### config.mk
export PLATFORM = sky130hd
export DESIGN_NAME = jtag_tap_shift_master_top
export DESIGN_NICKNAME = d
export VERILOG_FILES = /design/src/hw/rtl/jtm_pkg.sv /design/src/hw/rtl/jtm_ctrl.sv /design/src/hw/rtl/jtm_dp.sv /design/src/hw/rtl/jtag_tap_shift_master_top.sv
export SDC_FILE = /design/constraint.sdc
export NUM_CORES = 1
export LEC_CHECK = 0
export ABC_AREA = 1
export BUFFER_PORTS_ARGS = -buffer_cell sky130_fd_sc_hd__buf_2
export CAP_MARGIN = 20
export CORE_ASPECT_RATIO = 0.75
export CORE_MARGIN = 2
export CORE_UTILIZATION = 55
export DETAILED_ROUTE_END_ITERATION = 8
export GPL_TIMING_DRIVEN = 0
export PLACE_DENSITY = 0.89
export SLEW_MARGIN = 20
export SYNTH_ARGS = -nofsm -noshare
export SYNTH_HDL_FRONTEND = slang
export SYNTH_HIERARCHICAL = 1
export SYNTH_SLANG_ARGS = --single-unit
### constraint.sdc
create_clock -name i_clk -period 3.82 [get_ports i_clk]
set_clock_uncertainty 0.05 [all_clocks]
set_input_delay 0.191 -clock i_clk [delete_from_list [all_inputs] [get_ports i_clk]]
set_output_delay 0.191 -clock i_clk [all_outputs]
set_load 0.02 [all_outputs]
### src/hw/rtl/jtm_pkg.sv
// Shared types, codes and the TAP next-state function for the JTAG shift master.
`timescale 1ns / 1ps

package jtm_pkg;

    localparam int MAX_SHIFT_BITS_DEF = 32;
    localparam int RESET_CYCLES       = 5;
    localparam int IN_TDATA_W         = 48;
    localparam int OUT_TDATA_W        = 16;

    localparam logic [1:0] CMD_RESET    = 2'd0;
    localparam logic [1:0] CMD_IDLE     = 2'd1;
    localparam logic [1:0] CMD_SHIFT_IR = 2'd2;
    localparam logic [1:0] CMD_SHIFT_DR = 2'd3;

    localparam logic [3:0] TS_TLR      = 4'd0;
    localparam logic [3:0] TS_RTI      = 4'd1;
    localparam logic [3:0] TS_SEL_DR   = 4'd2;
    localparam logic [3:0] TS_CAP_DR   = 4'd3;
    localparam logic [3:0] TS_SHIFT_DR = 4'd4;
    localparam logic [3:0] TS_EXIT1_DR = 4'd5;
    localparam logic [3:0] TS_PAUSE_DR = 4'd6;
    localparam logic [3:0] TS_EXIT2_DR = 4'd7;
    localparam logic [3:0] TS_UPD_DR   = 4'd8;
    localparam logic [3:0] TS_SEL_IR   = 4'd9;
    localparam logic [3:0] TS_CAP_IR   = 4'd10;
    localparam logic [3:0] TS_SHIFT_IR = 4'd11;
    localparam logic [3:0] TS_EXIT1_IR = 4'd12;
    localparam logic [3:0] TS_PAUSE_IR = 4'd13;
    localparam logic [3:0] TS_EXIT2_IR = 4'd14;
    localparam logic [3:0] TS_UPD_IR   = 4'd15;

    typedef enum logic [3:0] {
        ST_WAIT,
        ST_RST,
        ST_RTI,
        ST_SEL_DR,
        ST_SEL_IR,
        ST_CAP,
        ST_ENTER,
        ST_SHIFT,
        ST_EXIT
    } t_state;

    // controller to datapath
    typedef struct packed {
        logic load;
        logic emit;
        logic tms;
        logic shift_bit;
        logic last;
        logic clr_cnt;
        logic inc_cnt;
    } t_dp_cmd;

    // datapath to controller
    typedef struct packed {
        logic [3:0] tap_state;
        logic [1:0] cmd;
        logic       rst_end;
        logic       bit_end;
        logic       out_free;
    } t_dp_stat;

    function automatic logic [3:0] tap_next(input logic [3:0] st, input logic tms);
        logic [3:0] nx;
        case (st)
            TS_TLR:      nx = tms ? TS_TLR      : TS_RTI;
            TS_RTI:      nx = tms ? TS_SEL_DR   : TS_RTI;
            TS_SEL_DR:   nx = tms ? TS_SEL_IR   : TS_CAP_DR;
            TS_CAP_DR:   nx = tms ? TS_EXIT1_DR : TS_SHIFT_DR;
            TS_SHIFT_DR: nx = tms ? TS_EXIT1_DR : TS_SHIFT_DR;
            TS_EXIT1_DR: nx = tms ? TS_UPD_DR   : TS_PAUSE_DR;
            TS_PAUSE_DR: nx = tms ? TS_EXIT2_DR : TS_PAUSE_DR;
            TS_EXIT2_DR: nx = tms ? TS_UPD_DR   : TS_SHIFT_DR;
            TS_UPD_DR:   nx = tms ? TS_SEL_DR   : TS_RTI;
            TS_SEL_IR:   nx = tms ? TS_TLR      : TS_CAP_IR;
            TS_CAP_IR:   nx = tms ? TS_EXIT1_IR : TS_SHIFT_IR;
            TS_SHIFT_IR: nx = tms ? TS_EXIT1_IR : TS_SHIFT_IR;
            TS_EXIT1_IR: nx = tms ? TS_UPD_IR   : TS_PAUSE_IR;
            TS_PAUSE_IR: nx = tms ? TS_EXIT2_IR : TS_PAUSE_IR;
            TS_EXIT2_IR: nx = tms ? TS_UPD_IR   : TS_SHIFT_IR;
            TS_UPD_IR:   nx = tms ? TS_SEL_DR   : TS_RTI;
            default:     nx = TS_TLR;
        endcase
        return nx;
    endfunction

endpackage

### src/hw/rtl/jtm_ctrl.sv
// Sequencer for the JTAG shift master: steps the TAP through the moves of one command.
`timescale 1ns / 1ps

module jtm_ctrl (
    input  logic              i_clk,
    input  logic              i_rst_n,
    input  logic              i_in_valid,
    input  logic [1:0]        i_in_cmd,
    output logic              o_in_ready,
    input  jtm_pkg::t_dp_stat i_stat,
    output jtm_pkg::t_dp_cmd  o_cmd
);

    jtm_pkg::t_state r_state;
    jtm_pkg::t_state n_state;

    logic go;
    logic in_shift_entry;

    assign go = i_stat.out_free;
    assign in_shift_entry = (i_stat.tap_state == jtm_pkg::TS_RTI) ||
                            (i_stat.tap_state == jtm_pkg::TS_UPD_DR) ||
                            (i_stat.tap_state == jtm_pkg::TS_UPD_IR);

    always_ff @(posedge i_clk) begin
        if (!i_rst_n) begin
            r_state <= jtm_pkg::ST_WAIT;
        end else begin
            r_state <= n_state;
        end
    end

    always_comb begin
        n_state = r_state;
        case (r_state)
            jtm_pkg::ST_WAIT: begin
                if (i_in_valid) begin
                    case (i_in_cmd)
                        jtm_pkg::CMD_RESET: n_state = jtm_pkg::ST_RST;
                        jtm_pkg::CMD_IDLE: begin
                            if (i_stat.tap_state == jtm_pkg::TS_TLR) begin
                                n_state = jtm_pkg::ST_RTI;
                            end
                        end
                        default: begin
                            n_state = in_shift_entry ? jtm_pkg::ST_SEL_DR : jtm_pkg::ST_RST;
                        end
                    endcase
                end
            end
            jtm_pkg::ST_RST: begin
                if (go && i_stat.rst_end) begin
                    n_state = (i_stat.cmd == jtm_pkg::CMD_RESET) ? jtm_pkg::ST_WAIT
                                                                 : jtm_pkg::ST_RTI;
                end
            end
            jtm_pkg::ST_RTI: begin
                if (go) begin
                    n_state = (i_stat.cmd == jtm_pkg::CMD_IDLE) ? jtm_pkg::ST_WAIT
                                                                : jtm_pkg::ST_SEL_DR;
                end
            end
            jtm_pkg::ST_SEL_DR: begin
                if (go) begin
                    n_state = (i_stat.cmd == jtm_pkg::CMD_SHIFT_IR) ? jtm_pkg::ST_SEL_IR
                                                                    : jtm_pkg::ST_CAP;
                end
            end
            jtm_pkg::ST_SEL_IR: if (go) n_state = jtm_pkg::ST_CAP;
            jtm_pkg::ST_CAP:    if (go) n_state = jtm_pkg::ST_ENTER;
            jtm_pkg::ST_ENTER:  if (go) n_state = jtm_pkg::ST_SHIFT;
            jtm_pkg::ST_SHIFT: begin
                if (go && i_stat.bit_end) begin
                    n_state = jtm_pkg::ST_EXIT;
                end
            end
            jtm_pkg::ST_EXIT:   if (go) n_state = jtm_pkg::ST_WAIT;
            default:            n_state = jtm_pkg::ST_WAIT;
        endcase
    end

    always_comb begin
        o_in_ready = 1'b0;
        o_cmd      = '0;
        case (r_state)
            jtm_pkg::ST_WAIT: begin
                o_in_ready    = 1'b1;
                o_cmd.load    = i_in_valid;
                o_cmd.clr_cnt = i_in_valid;
            end
            jtm_pkg::ST_RST: begin
                o_cmd.emit    = go;
                o_cmd.tms     = 1'b1;
                o_cmd.inc_cnt = go;
                o_cmd.last    = i_stat.rst_end && (i_stat.cmd == jtm_pkg::CMD_RESET);
            end
            jtm_pkg::ST_RTI: begin
                o_cmd.emit = go;
                o_cmd.last = (i_stat.cmd == jtm_pkg::CMD_IDLE);
            end
            jtm_pkg::ST_SEL_DR, jtm_pkg::ST_SEL_IR: begin
                o_cmd.emit = go;
                o_cmd.tms  = 1'b1;
            end
            jtm_pkg::ST_CAP: begin
                o_cmd.emit = go;
            end
            jtm_pkg::ST_ENTER: begin
                // counter restarts as the bit index of the shift
                o_cmd.emit    = go;
                o_cmd.clr_cnt = go;
            end
            jtm_pkg::ST_SHIFT: begin
                o_cmd.emit      = go;
                o_cmd.tms       = i_stat.bit_end;
                o_cmd.shift_bit = 1'b1;
                o_cmd.inc_cnt   = go;
            end
            jtm_pkg::ST_EXIT: begin
                o_cmd.emit = go;
                o_cmd.tms  = 1'b1;
                o_cmd.last = 1'b1;
            end
            default: begin
                o_cmd = '0;
            end
        endcase
    end

endmodule

### src/hw/rtl/jtm_dp.sv
// Datapath for the JTAG shift master: command latch, counters, TAP tracker, output word.
`timescale 1ns / 1ps

module jtm_dp #(
    parameter int MAX_SHIFT_BITS = jtm_pkg::MAX_SHIFT_BITS_DEF
) (
    input  logic              i_clk,
    input  logic              i_rst_n,
    input  jtm_pkg::t_dp_cmd  i_cmd,
    output jtm_pkg::t_dp_stat o_stat,
    input  logic [1:0]        i_in_cmd,
    input  logic [5:0]        i_bit_count,
    input  logic [31:0]       i_tdi_word,
    input  logic              i_capture_enable,
    input  logic              i_out_ready,
    output logic              o_out_valid,
    output logic              o_tms_level,
    output logic              o_tdi_level,
    output logic              o_sample_tdo,
    output logic [4:0]        o_bit_index,
    output logic [3:0]        o_tap_state_now,
    output logic              o_last
);

    localparam int CW    = $clog2(MAX_SHIFT_BITS + 1);
    localparam int CNT_W = (CW > 3) ? CW : 3;

    logic [1:0]       r_cmd;
    logic [31:0]      r_shreg;
    logic             r_cap;
    logic [CNT_W-1:0] r_cnt_last;
    logic [CNT_W-1:0] r_cnt;
    logic [3:0]       r_tap;
    logic             r_ovalid;
    logic             r_tms;
    logic             r_tdi;
    logic             r_sample;
    logic [4:0]       r_idx;
    logic             r_last;

    logic [5:0] count_sat;
    logic       sample;

    always_comb begin
        if (i_bit_count == 6'd0) begin
            count_sat = 6'd1;
        end else if (i_bit_count > 6'(MAX_SHIFT_BITS)) begin
            count_sat = 6'(MAX_SHIFT_BITS);
        end else begin
            count_sat = i_bit_count;
        end
    end

    assign sample = i_cmd.shift_bit && r_cap;

    always_ff @(posedge i_clk) begin
        if (i_cmd.load) begin
            r_cmd      <= i_in_cmd;
            r_cap      <= i_capture_enable;
            r_cnt_last <= CNT_W'(count_sat - 6'd1);
        end
        // drain shifted bits; zeros follow past the word
        if (i_cmd.load) begin
            r_shreg <= i_tdi_word;
        end else if (i_cmd.emit && i_cmd.shift_bit) begin
            r_shreg <= {1'b0, r_shreg[31:1]};
        end
        if (i_cmd.clr_cnt) begin
            r_cnt <= '0;
        end else if (i_cmd.inc_cnt) begin
            r_cnt <= r_cnt + 1'b1;
        end
        if (i_cmd.emit) begin
            r_tms    <= i_cmd.tms;
            r_tdi    <= i_cmd.shift_bit && r_shreg[0];
            r_sample <= sample;
            r_idx    <= sample ? 5'(r_cnt) : 5'd0;
            r_last   <= i_cmd.last;
        end
    end

    always_ff @(posedge i_clk) begin
        if (!i_rst_n) begin
            r_tap    <= jtm_pkg::TS_TLR;
            r_ovalid <= 1'b0;
        end else begin
            if (i_cmd.emit) begin
                r_tap <= jtm_pkg::tap_next(r_tap, i_cmd.tms);
            end
            if (i_cmd.emit) begin
                r_ovalid <= 1'b1;
            end else if (i_out_ready) begin
                r_ovalid <= 1'b0;
            end
        end
    end

    assign o_stat.tap_state = r_tap;
    assign o_stat.cmd       = r_cmd;
    assign o_stat.rst_end   = (r_cnt == CNT_W'(jtm_pkg::RESET_CYCLES - 1));
    assign o_stat.bit_end   = (r_cnt == r_cnt_last);
    assign o_stat.out_free  = !r_ovalid || i_out_ready;

    assign o_out_valid     = r_ovalid;
    assign o_tms_level     = r_tms;
    assign o_tdi_level     = r_tdi;
    assign o_sample_tdo    = r_sample;
    assign o_bit_index     = r_idx;
    assign o_tap_state_now = r_tap;
    assign o_last          = r_last;

endmodule

### src/hw/rtl/jtag_tap_shift_master_top.sv
// Top level of the JTAG TAP shift master: stream ports, sequencer and datapath.
`timescale 1ns / 1ps

// Takes one command word (TAP reset, go to idle, shift IR, shift DR) and emits
// one output word per TCK cycle, carrying TMS, TDI, the TDO-sample strobe with
// its bit index and the tracked TAP state; tlast marks the final cycle of a
// command. Commands run one at a time: a command is taken only while no cycles
// remain to be issued, and each cycle takes one clock when the output side is
// ready. Reset walks the TAP to Test-Logic-Reset with TMS high; go to idle
// leaves Test-Logic-Reset for Run-Test/Idle and does nothing elsewhere; a shift
// walks Select-DR (and Select-IR), Capture, Shift, Exit1 and Update, first
// resetting the TAP and moving it to Run-Test/Idle when it is in neither
// Run-Test/Idle nor an Update state.
// Bit counts of zero shift one bit; counts above MAX_SHIFT_BITS saturate.
module jtag_tap_shift_master_top #(
    parameter int MAX_SHIFT_BITS = jtm_pkg::MAX_SHIFT_BITS_DEF
) (
    input  logic                            i_clk,
    input  logic                            i_rst_n,
    input  logic                            i_s_axis_tvalid,
    output logic                            o_s_axis_tready,
    // cmd[1:0], bit_count[7:2], tdi_word[39:8], capture_enable[40], zero[47:41]
    input  logic [jtm_pkg::IN_TDATA_W-1:0]  i_s_axis_tdata,
    output logic                            o_m_axis_tvalid,
    input  logic                            i_m_axis_tready,
    // tms_level[0], tdi_level[1], sample_tdo[2], bit_index[7:3],
    // tap_state_now[11:8], zero[15:12]
    output logic [jtm_pkg::OUT_TDATA_W-1:0] o_m_axis_tdata,
    output logic                            o_m_axis_tlast
);

    jtm_pkg::t_dp_cmd  dp_cmd;
    jtm_pkg::t_dp_stat dp_stat;

    logic       tms_level;
    logic       tdi_level;
    logic       sample_tdo;
    logic [4:0] bit_index;
    logic [3:0] tap_state_now;

    jtm_ctrl u_ctrl (
        .i_clk      (i_clk),
        .i_rst_n    (i_rst_n),
        .i_in_valid (i_s_axis_tvalid),
        .i_in_cmd   (i_s_axis_tdata[1:0]),
        .o_in_ready (o_s_axis_tready),
        .i_stat     (dp_stat),
        .o_cmd      (dp_cmd)
    );

    jtm_dp #(
        .MAX_SHIFT_BITS (MAX_SHIFT_BITS)
    ) u_dp (
        .i_clk            (i_clk),
        .i_rst_n          (i_rst_n),
        .i_cmd            (dp_cmd),
        .o_stat           (dp_stat),
        .i_in_cmd         (i_s_axis_tdata[1:0]),
        .i_bit_count      (i_s_axis_tdata[7:2]),
        .i_tdi_word       (i_s_axis_tdata[39:8]),
        .i_capture_enable (i_s_axis_tdata[40]),
        .i_out_ready      (i_m_axis_tready),
        .o_out_valid      (o_m_axis_tvalid),
        .o_tms_level      (tms_level),
        .o_tdi_level      (tdi_level),
        .o_sample_tdo     (sample_tdo),
        .o_bit_index      (bit_index),
        .o_tap_state_now  (tap_state_now),
        .o_last           (o_m_axis_tlast)
    );

    assign o_m_axis_tdata = {4'd0, tap_state_now, bit_index, sample_tdo, tdi_level, tms_level};

endmodule

# Word-level counts from Yosys, hierarchy flattened

Index checks and enable logic that the tools add are counted.

Shifts and indexed selects: 0
Eq/ne operators: 38
Reductions and logical operators: 24
$add $sub $neg: 2
$mul: 0
Bitwise gates (word level): 0
Divide/modulo/power cells: 0
Muxes and demuxes: 43
Order comparisons: 1

Operators with widths:

| operator                                             | count |
|---|---|
| 2-to-1 mux 32 bit                                    | 2 |
| 2-to-1 mux 4 bit                                     | 14 |
| one-hot mux 4 bit (12 select lines)                  | 1 |
| equality test 4 bit (second input constant)          | 9 |
| one-hot mux 4 bit (9 select lines)                   | 1 |
| equality test 4 x 3 -> 1 bit (second input constant) | 8 |
| equality test 4 x 2 -> 1 bit (second input constant) | 4 |
| != test 2 x 1 -> 1 bit (second input constant)       | 8 |
| 2-to-1 mux 2 bit                                     | 6 |
| 2-to-1 mux 6 bit                                     | 2 |
| 2-to-1 mux 1 bit                                     | 11 |
| AND reduction 10 bit                                 | 1 |
| equality test 4 x 1 -> 1 bit (second input constant) | 2 |
| logical NOT 4 bit                                    | 2 |
| one-hot mux 4 bit (2 select lines)                   | 1 |
| OR reduction 8 bit                                   | 1 |
| adder 6 x 1 -> 6 bit (second input constant)         | 1 |
| equality test 6 x 3 -> 1 bit (second input constant) | 1 |
| equality test 6 bit                                  | 1 |
| > comparator 6 bit (second input constant)           | 1 |
| logical AND 1 bit                                    | 6 |
| logical NOT 6 bit                                    | 1 |
| 2-to-1 mux 3 bit                                     | 2 |
| OR reduction 2 bit                                   | 3 |
| 13 further kinds                                     | 19 |

Bits in writable memories: 0
Register bits after elaboration: 65
Input port bits: 52
Memories: 0
Bits in read-only memories: 0
Logic and storage cells: 121
Bits in latches: 0
Output and inout bits: 19

# Depth between registers and ports, before layout

Gate-level depths: netlist of the first run.

Depth after elaboration: 7
Depth in mapped cells: 13
Mapped depth without buffers: 13

# Cells and area by module

The synthesis of the first run kept the hierarchy.

By module, submodules not included:

| module                    | sequential area each (um^2) | times used | area each (um^2) | cells an instance |
|---|---|---|---|---|
| jtm_dp                    | 1721.7                      | 1          | 2841.5           | 314 |
| jtm_ctrl                  | 80.1                        | 1          | 508.0            | 95 |
| jtag_tap_shift_master_top | 0.0                         | 1          | 56.3             | 8 |

# Least setup slack after synthesis of the first run

OpenSTA, ideal clock, no wires.

Path type: reg-to-reg
From: register u_ctrl.r_state[3]
To: register u_dp.r_shreg[0] (enable)
Clock period less this slack: 3.116 ns
Arrival time: 2.676 ns
Buffers on the path: 2
Setup time: 0.389 ns
Slack: 0.704 ns
Required time: 3.381 ns
Cell stages (with the launch flop): 10
Cells stage by stage: dfxtp_1 -> nor2_2 -> inv_2 -> nor3_4 -> inv_1 -> nor2_1 -> clkbuf_1 -> inv_1 -> clkbuf_1 -> nand2_1

RTL lines:

| item                   | line           | text |
|---|---|---|
| from (decl)            | jtm_ctrl.sv:14 | `jtm_pkg::t_state r_state;` |
| from (signal assigned) | jtm_ctrl.sv:27 | `r_state <= jtm_pkg::ST_WAIT;` |
| from (signal assigned) | jtm_ctrl.sv:29 | `r_state <= n_state;` |
| to (signal assigned)   | jtm_dp.sv:64   | `r_shreg <= i_tdi_word;` |
| to (signal assigned)   | jtm_dp.sv:66   | `r_shreg <= {1'b0, r_shreg[31:1]};` |
| to (decl)              | jtm_dp.sv:29   | `logic [31:0] r_shreg;` |

==> results of run 1 <==
## routing by layer
layer | wire length [µm] | track usage
met1 | 3330 | 0.298
met2 | 3540 | 0.374
met3 | 441 | 0.0602
met4 | 82 | 0.0580
met5 | 0 | 0
## through the flow
step           cell area [µm²]  hold WS [ns]
2_1_floorplan             3420         0.240
3_3_place_gp              3810         0.319
3_5_place_dp              3820         0.330
4_1_cts                   4040       0.00316
5_1_grt                   4050        0.0732
6_report                  4050        0.0790
## final timing paths
path                                                startpoint                              to  slack (ns)  cells past startpoint
worst min register to register       u_dp/r_shreg[1]$_DFFE_PP_       u_dp/r_shreg[0]$_DFFE_PP_        0.47                      2
worst min-delay path                        i_s_axis_tdata[29]      u_dp/r_shreg[21]$_DFFE_PP_        0.08                      3
worst max register to register  u_ctrl/r_state[3]$_SDFFE_PN0P_  u_dp/r_shreg[31]$_SDFFCE_PN0P_        0.39                      9
worst max-delay path            u_ctrl/r_state[3]$_SDFFE_PN0P_  u_dp/r_shreg[31]$_SDFFCE_PN0P_        0.39                      9
## power groups by stage
stage          logic (µW)  registers [µW]  clock network, µW
2_1_floorplan         749            1330                  0
6_report             1110            1300                608
5_1_grt              1250            1330                648
4_1_cts              1110            1300                618
3_3_place_gp         1050            1300                  0
3_5_place_dp         1100            1310                  0
## Yosys cell counts, drive strengths merged
| master | n |
|---|---|
| nor2 | 36 |
| edfxtp | 50 |
| nand4 | 5 |
| ha | 3 |
| xor2 | 3 |
| o21bai | 1 |
| and2 | 1 |
| nor4 | 1 |
| xnor2 | 4 |
| nand3 | 22 |
| o21ai | 9 |
| o2111ai | 1 |
| clkbuf | 7 |
| nor3 | 9 |
| conb | 2 |
| nand2 | 165 |
| o21a | 1 |
| nor3b | 3 |
| a21oi | 18 |
| buf | 11 |
| clkinv | 1 |
| inv | 46 |
| dfxtp | 15 |
| or2 | 2 |
| o311ai | 1 |
## cell type report
class	count	area, µm²
timing repair buffer	62	325
sequential	65	1800
inverter	47	176
clock inverter	6	83.8
fill	493	1830
multi-input combinational	290	1340
tap	78	97.6
buffer	18	109
clock buffer	9	124
## flip-flops by register name, indices dropped and copies added, names as in the netlist
| signal | flops |
|---|---|
| u_dp/o_last | 1 |
| u_dp/r_cnt | 6 |
| u_dp/o_tap_state_now | 4 |
| u_dp/r_cnt_last | 6 |
| u_dp/o_tms_level | 1 |
| u_ctrl/r_state | 4 |
| u_dp/r_cmd | 2 |
| u_dp/r_cap | 1 |
| u_dp/o_out_valid | 1 |
| u_dp/r_shreg | 32 |
| u_dp/o_sample_tdo | 1 |
| u_dp/o_tdi_level | 1 |
| u_dp/o_bit_index | 5 |
## kinds of logic (layout without fill, tap and decap cells)
group / count (synthesis) / count (layout) / synth area share
AND/OR/NAND/NOR: 244 / 244 / 0.307
flip-flops: 65 / 65 / 0.529
buffers and inverters: 65 / 142 / 0.0838
AO/OA/AOI/OAI: 31 / 31 / 0.0492
XOR/XNOR: 7 / 7 / 0.0180
adder cells (fa/ha/maj): 3 / 3 / 0.0110
other: 2 / 5 / 0.00221
## worst register-to-register path: cells and delay by family, from the launching register on
family	cells	cell delay [ns]
simple gates	4	1.75
buf+inv	5	0.88
flops	1	0.37
## cell usage in the layout (no fill, tap or decap), drive strengths merged
| cell | count |
|---|---|
| clkbuf | 16 |
| nor4 | 1 |
| dfxtp | 15 |
| nand4 | 5 |
| nor3 | 9 |
| nor2 | 36 |
| edfxtp | 50 |
| and2 | 1 |
| nand2 | 165 |
| inv | 46 |
| o2111ai | 1 |
| conb | 5 |
| nor3b | 3 |
| o21ai | 9 |
| a21oi | 18 |
| xor2 | 3 |
| o21bai | 1 |
| nand3 | 22 |
| or2 | 2 |
| bufinv | 2 |
| ha | 3 |
| buf | 70 |
| xnor2 | 4 |
| clkinv | 3 |
| dlygate4sd3 | 3 |
| clkinvlp | 2 |
| o311ai | 1 |
| o21a | 1 |
## what timing repair did
action | CTS | global route
hold endpoints to repair | 2 | 1
hold buffers | 2 | 1
endpoints found under the setup margin | 0 | 0
==> results.yml, run 1 <==
die:
  die_outline_width_um: 94.9
  pin_count: 71
  initial_utilization: 0.579
  die-area_um2: 6840
  placementRows: 24
  fp.coreArea_um2: 5890
  fp.dieH_um: 72.2
timing:
  clock.fmax_ghz: 0.292
  layout_setup_ws_ns: 0.390
  report.final.setup_viol: 0
  slew_headroom: 0.399
  final_min_period_over_clock_period: 0.898
  slew_viol_final: 0
  unrepaired_setup_endpoints_after_global_routing: "no"
  period_minus_slack_ns: 3.43
  final.setup.tns_ns: 0
  worst_slew_pin_slew_ns: 0.898
  timing.final.hold_violations: 0
flow_run:
  number_of_max_capacitance_violations_reported: 0
route:
  route.detailed.drc: 0
  detailed_route_via_count: 2908
  post_drt_via_cell_ratio: 5.06
  total_wire_length_um: 7390
  number_of_design_rule_violations_left_by_the_first_detailed_router_iteration: 217
  firstDrtPassIters: 5
  ant_nets: 0
  detail_route.wl_per_cell_um: 12.9
pwr:
  ir_worst_vdd_v: 0.000374
  power_switching_share: 0.381
  p_seq_frac: 0.430
  internal_power_uw: 1870
  finalPower_uw: 3020
  power.combinational.fraction: 0.369
  clock_power_share: 0.201
  cellPowerDensity_nw_per_um2: 746
  power.switching_uw: 1150
  power.leakage_uw: 0.00188
synthesis:
  yosys_register_bits: 65
  yosys-top-cells-area: "sky130_fd_sc_hd__edfxtp_1, sky130_fd_sc_hd__nand2_1, sky130_fd_sc_hd__dfxtp_1, sky130_fd_sc_hd__inv_1, sky130_fd_sc_hd__nor2_1"
  yosys.area.top_type_share: 0.441
  synthesis.yosys.warnings: 6
  netlist_area_um2: 3410
  synth-seq-area-share: 0.529
  postSynthAreaPerCell_um2: 8.17
  leading_area_contributor_after_synthesis: "sky130_fd_sc_hd__edfxtp_1"
  synth.distinct_cells: 34
  synthesis.instances: 417
placed_design:
  numPortBuffers: 59
  last_weighted_congestion_value_of_the_routability_driven_placer: 0.938
  placed_cells: 557
  place.detailed.hpwl_um: 5350
  minimum_setup_slack_after_placement_ns: 0.403
worst_setup_path:
  critical_path.cell_chain: "nor2_2 -> inv_2 -> nor3_4 -> inv_1 -> nor2_1 -> clkbuf_1 -> inv_1 -> clkbuf_1 -> nand2_2"
  setup_crit_start_kind: "register"
  timing.critical_path.max_delay_family: "simple AND/OR/NAND/NOR gates"
  slowest_delay_ns: 0.69
  critical_path_required_ns: 3.74
  kind_of_end_point_of_the_critical_path: "register"
  path_class: "reg -> reg"
  cp_max_fo: 32
  worstPathBufferInverterCount: 5
  crit_path_top_delay_cell: "sky130_fd_sc_hd__nor2_1"
  cp.arrival_ns: 3.34
clock_network:
  cts_max_level: 3
  clock_root_buffer: "sky130_fd_sc_hd__clkbuf_8"
  tritoncts: "built"
  tritoncts_num_sinks: 65
  clk_pin_slew_ns: 0.07
  number_of_gates_resized_after_cts: 0
  numCtsBuffers: 9
  max-clock-path-buffers: 2
  postCtsSetupRepairBufs: 0
  clock_insertion_delay_worst_skew_ns: 0.33
finish:
  area_delta_synth_final_pct: 19.0
  post_layout_nonfiller_instances: 575
  number_of_nets_in_the_final_layout: 548
  share_of_final_layout_standard_cells_stronger_than_drive_strength_1: 0.219
  insertedDiodeCount: 0
  final_util: 0.689
status:
  run_status: "complete, no violations"
global_routing:
  global_route_wire_length_before_repair_um: 11700
  total_grt_overflow: 0
  grt_util_all_layers: 0.226
  grt_antenna_before_repair: 0
  grt_max_degree: 33
  vias_in_the_first_global_route: 2626
min_path:
  worst_hold_path_type: "in -> reg"
No activity file was read; power rests on OpenSTA's default activity.
==> inputs of run 2 (changes only) <==
REMOVE_ABC_BUFFERS = 1   (was not set)
==> results.yml, run 2 (synthesis results as in run 1) <==
clock_network:
  number_of_gates_resized_after_cts: 0
  max-clock-path-buffers: 2
  clock_insertion_delay_worst_skew_ns: 0.34
  cts_hold_buffers: 3
  tritoncts: "built"
  numCtsBuffers: 9
  clock_root_buffer: "sky130_fd_sc_hd__clkbuf_8"
  cts_max_level: 3
  postCtsSetupRepairBufs: 0
  clk_pin_slew_ns: 0.08
  tritoncts_num_sinks: 65
timing:
  report.final.setup_viol: 0
  timing.final.hold_violations: 0
  final_min_period_over_clock_period: 0.759
  period_minus_slack_ns: 2.90
  slew_viol_final: 0
  unrepaired_setup_endpoints_after_global_routing: "no"
  worst_hold_slack_ns: 0.0609
  slew_headroom: 0.376
  clock.fmax_ghz: 0.345
  final.setup.tns_ns: 0
  worst_slew_pin_slew_ns: 0.934
finish:
  largest_register_ffs: 32
  share_of_final_layout_standard_cells_stronger_than_drive_strength_1: 0.212
  number_of_nets_in_the_final_layout: 531
  largest_registers: "u_dp/r_shreg: 32 flops, u_dp/r_cnt: 6 flops, u_dp/r_cnt_last: 6 flops"
  area_delta_synth_final_pct: 17.2
  layout.cells.most_common: "sky130_fd_sc_hd__nand2_1"
  layout_common_cells: "sky130_fd_sc_hd__nand2_1, sky130_fd_sc_hd__buf_2, sky130_fd_sc_hd__edfxtp_1"
  insertedDiodeCount: 0
  largest_register: "u_dp/r_shreg"
route:
  total_wire_length_um: 6860
  detailed_route_via_count: 2840
  number_of_design_rule_violations_left_by_the_first_detailed_router_iteration: 184
  detail_route.wl_per_cell_um: 12.3
  ant_nets: 0
  route.detailed.drc: 0
  firstDrtPassIters: 5
  post_drt_via_cell_ratio: 5.08
die:
  initial_utilization: 0.579
  fp.dieH_um: 72.2
  placementRows: 24
  die-area_um2: 6840
  die_outline_width_um: 94.9
  pin_count: 71
  fp.coreArea_um2: 5890
global_routing:
  grt_antenna_before_repair: 0
  vias_in_the_first_global_route: 2629
  grt_max_degree: 38
  grt_util_all_layers: 0.212
  global_route_wire_length_before_repair_um: 11200
  total_grt_overflow: 0
min_path:
  worst_hold_path_type: "in -> reg"
  start_point_of_the_worst_min_delay_path: "i_s_axis_tdata[22]"
  holdPathStages: 3
worst_setup_path:
  critical_path_required_ns: 3.74
  cp.arrival_ns: 2.82
  cp_max_fo: 32
  critical_path.cell_chain: "nor2_2 -> inv_2 -> nor3_4 -> inv_1 -> nor2_4 -> inv_1 -> nand2_2"
  crit_path_top_delay_cell: "sky130_fd_sc_hd__nand2_2"
  crit_start: "u_ctrl/r_state[3]$_SDFFE_PN0P_"
  worstReg2RegStart: "u_ctrl/r_state[3]$_SDFFE_PN0P_"
  kind_of_end_point_of_the_critical_path: "register"
  most_common_cell_type_on_the_critical_path: "sky130_fd_sc_hd__inv_1"
  ff2ff_path_depth: 7
  setup_crit_start_kind: "register"
  slowest_delay_ns: 0.76
  path_class: "reg -> reg"
status:
  run_status: "complete, no violations"
pwr:
  power.leakage_uw: 0.00184
  finalPower_uw: 3020
  cellPowerDensity_nw_per_um2: 757
  ir_worst_vdd_v: 0.000364
placed_design:
  last_weighted_congestion_value_of_the_routability_driven_placer: 1.01
  place.detailed.hpwl_um: 4770
  numPortBuffers: 59
flow_run:
  number_of_max_capacitance_violations_reported: 0
-- run 2: cell count changes in the layout (fill, tap and decap cells not counted) --
cell                       change
sky130_fd_sc_hd__nor2_1        -1
sky130_fd_sc_hd__nor2_4        +1
sky130_fd_sc_hd__inv_6         +2
sky130_fd_sc_hd__buf_12        +1
sky130_fd_sc_hd__clkbuf_1      -7
sky130_fd_sc_hd__clkinv_4      +1
sky130_fd_sc_hd__clkinv_2      -1
sky130_fd_sc_hd__clkinv_1      -1
sky130_fd_sc_hd__buf_4        -11
-- run 2: critical path, delay by kind of cell, from the launching register on --
kind	cells	cell delay, ns
simple gates	4	1.42
buf+inv	3	0.67
flops	1	0.37
-- run 2: routing by layer --
layer / track usage / up-vias / wire [µm]
met4: 0.0853 / 0 / 72
met1: 0.274 / 1275 / 2950
li1: - / 1441 / -
met5: 0 / - / 0
met2: 0.345 / 113 / 3330
met3: 0.0571 / 11 / 501
-- run 2: where the power goes --
| part | switching [µW] | leakage (µW) | internal [µW] |
|---|---|---|---|
| Combinational | 765 | 0.00113 | 321 |
| Clock | 279 | 0.000106 | 373 |
| Sequential | 115 | 0.000602 | 1170 |
| Total | 1160 | 0.00184 | 1860 |
-- run 2: worst paths after layout --
path                                                    to  slack [ns]
worst max register to register   u_dp/r_shreg[3]$_DFFE_PP_        0.92
worst max-delay path             u_dp/r_shreg[3]$_DFFE_PP_        0.92
worst min-delay path            u_dp/r_shreg[14]$_DFFE_PP_        0.06
worst min register to register  u_dp/r_shreg[24]$_DFFE_PP_        0.46
-- run 2: area by class of cell --
class / instances / area [µm²]
tap: 78 / 97.6
clock buffer: 9 / 124
fill: 480 / 1900
timing repair buffer: 63 / 345
multi-input combinational: 290 / 1340
clock inverter: 7 / 101
sequential: 65 / 1800
inverter: 47 / 176
-- run 2: per-stage QoR --
step / utilization / cell area, µm² / instances / worst slack [ns]
2_1_floorplan: - / 3310 / 402 / -0.762
3_3_place_gp: 0.629 / 3700 / 539 / -2.13
3_5_place_dp: 0.635 / 3730 / 540 / 0.941
4_1_cts: 0.678 / 3990 / 559 / 0.911
5_1_grt: 0.678 / 3990 / 559 / 0.649
6_report: 0.678 / 3990 / 559 / 0.921
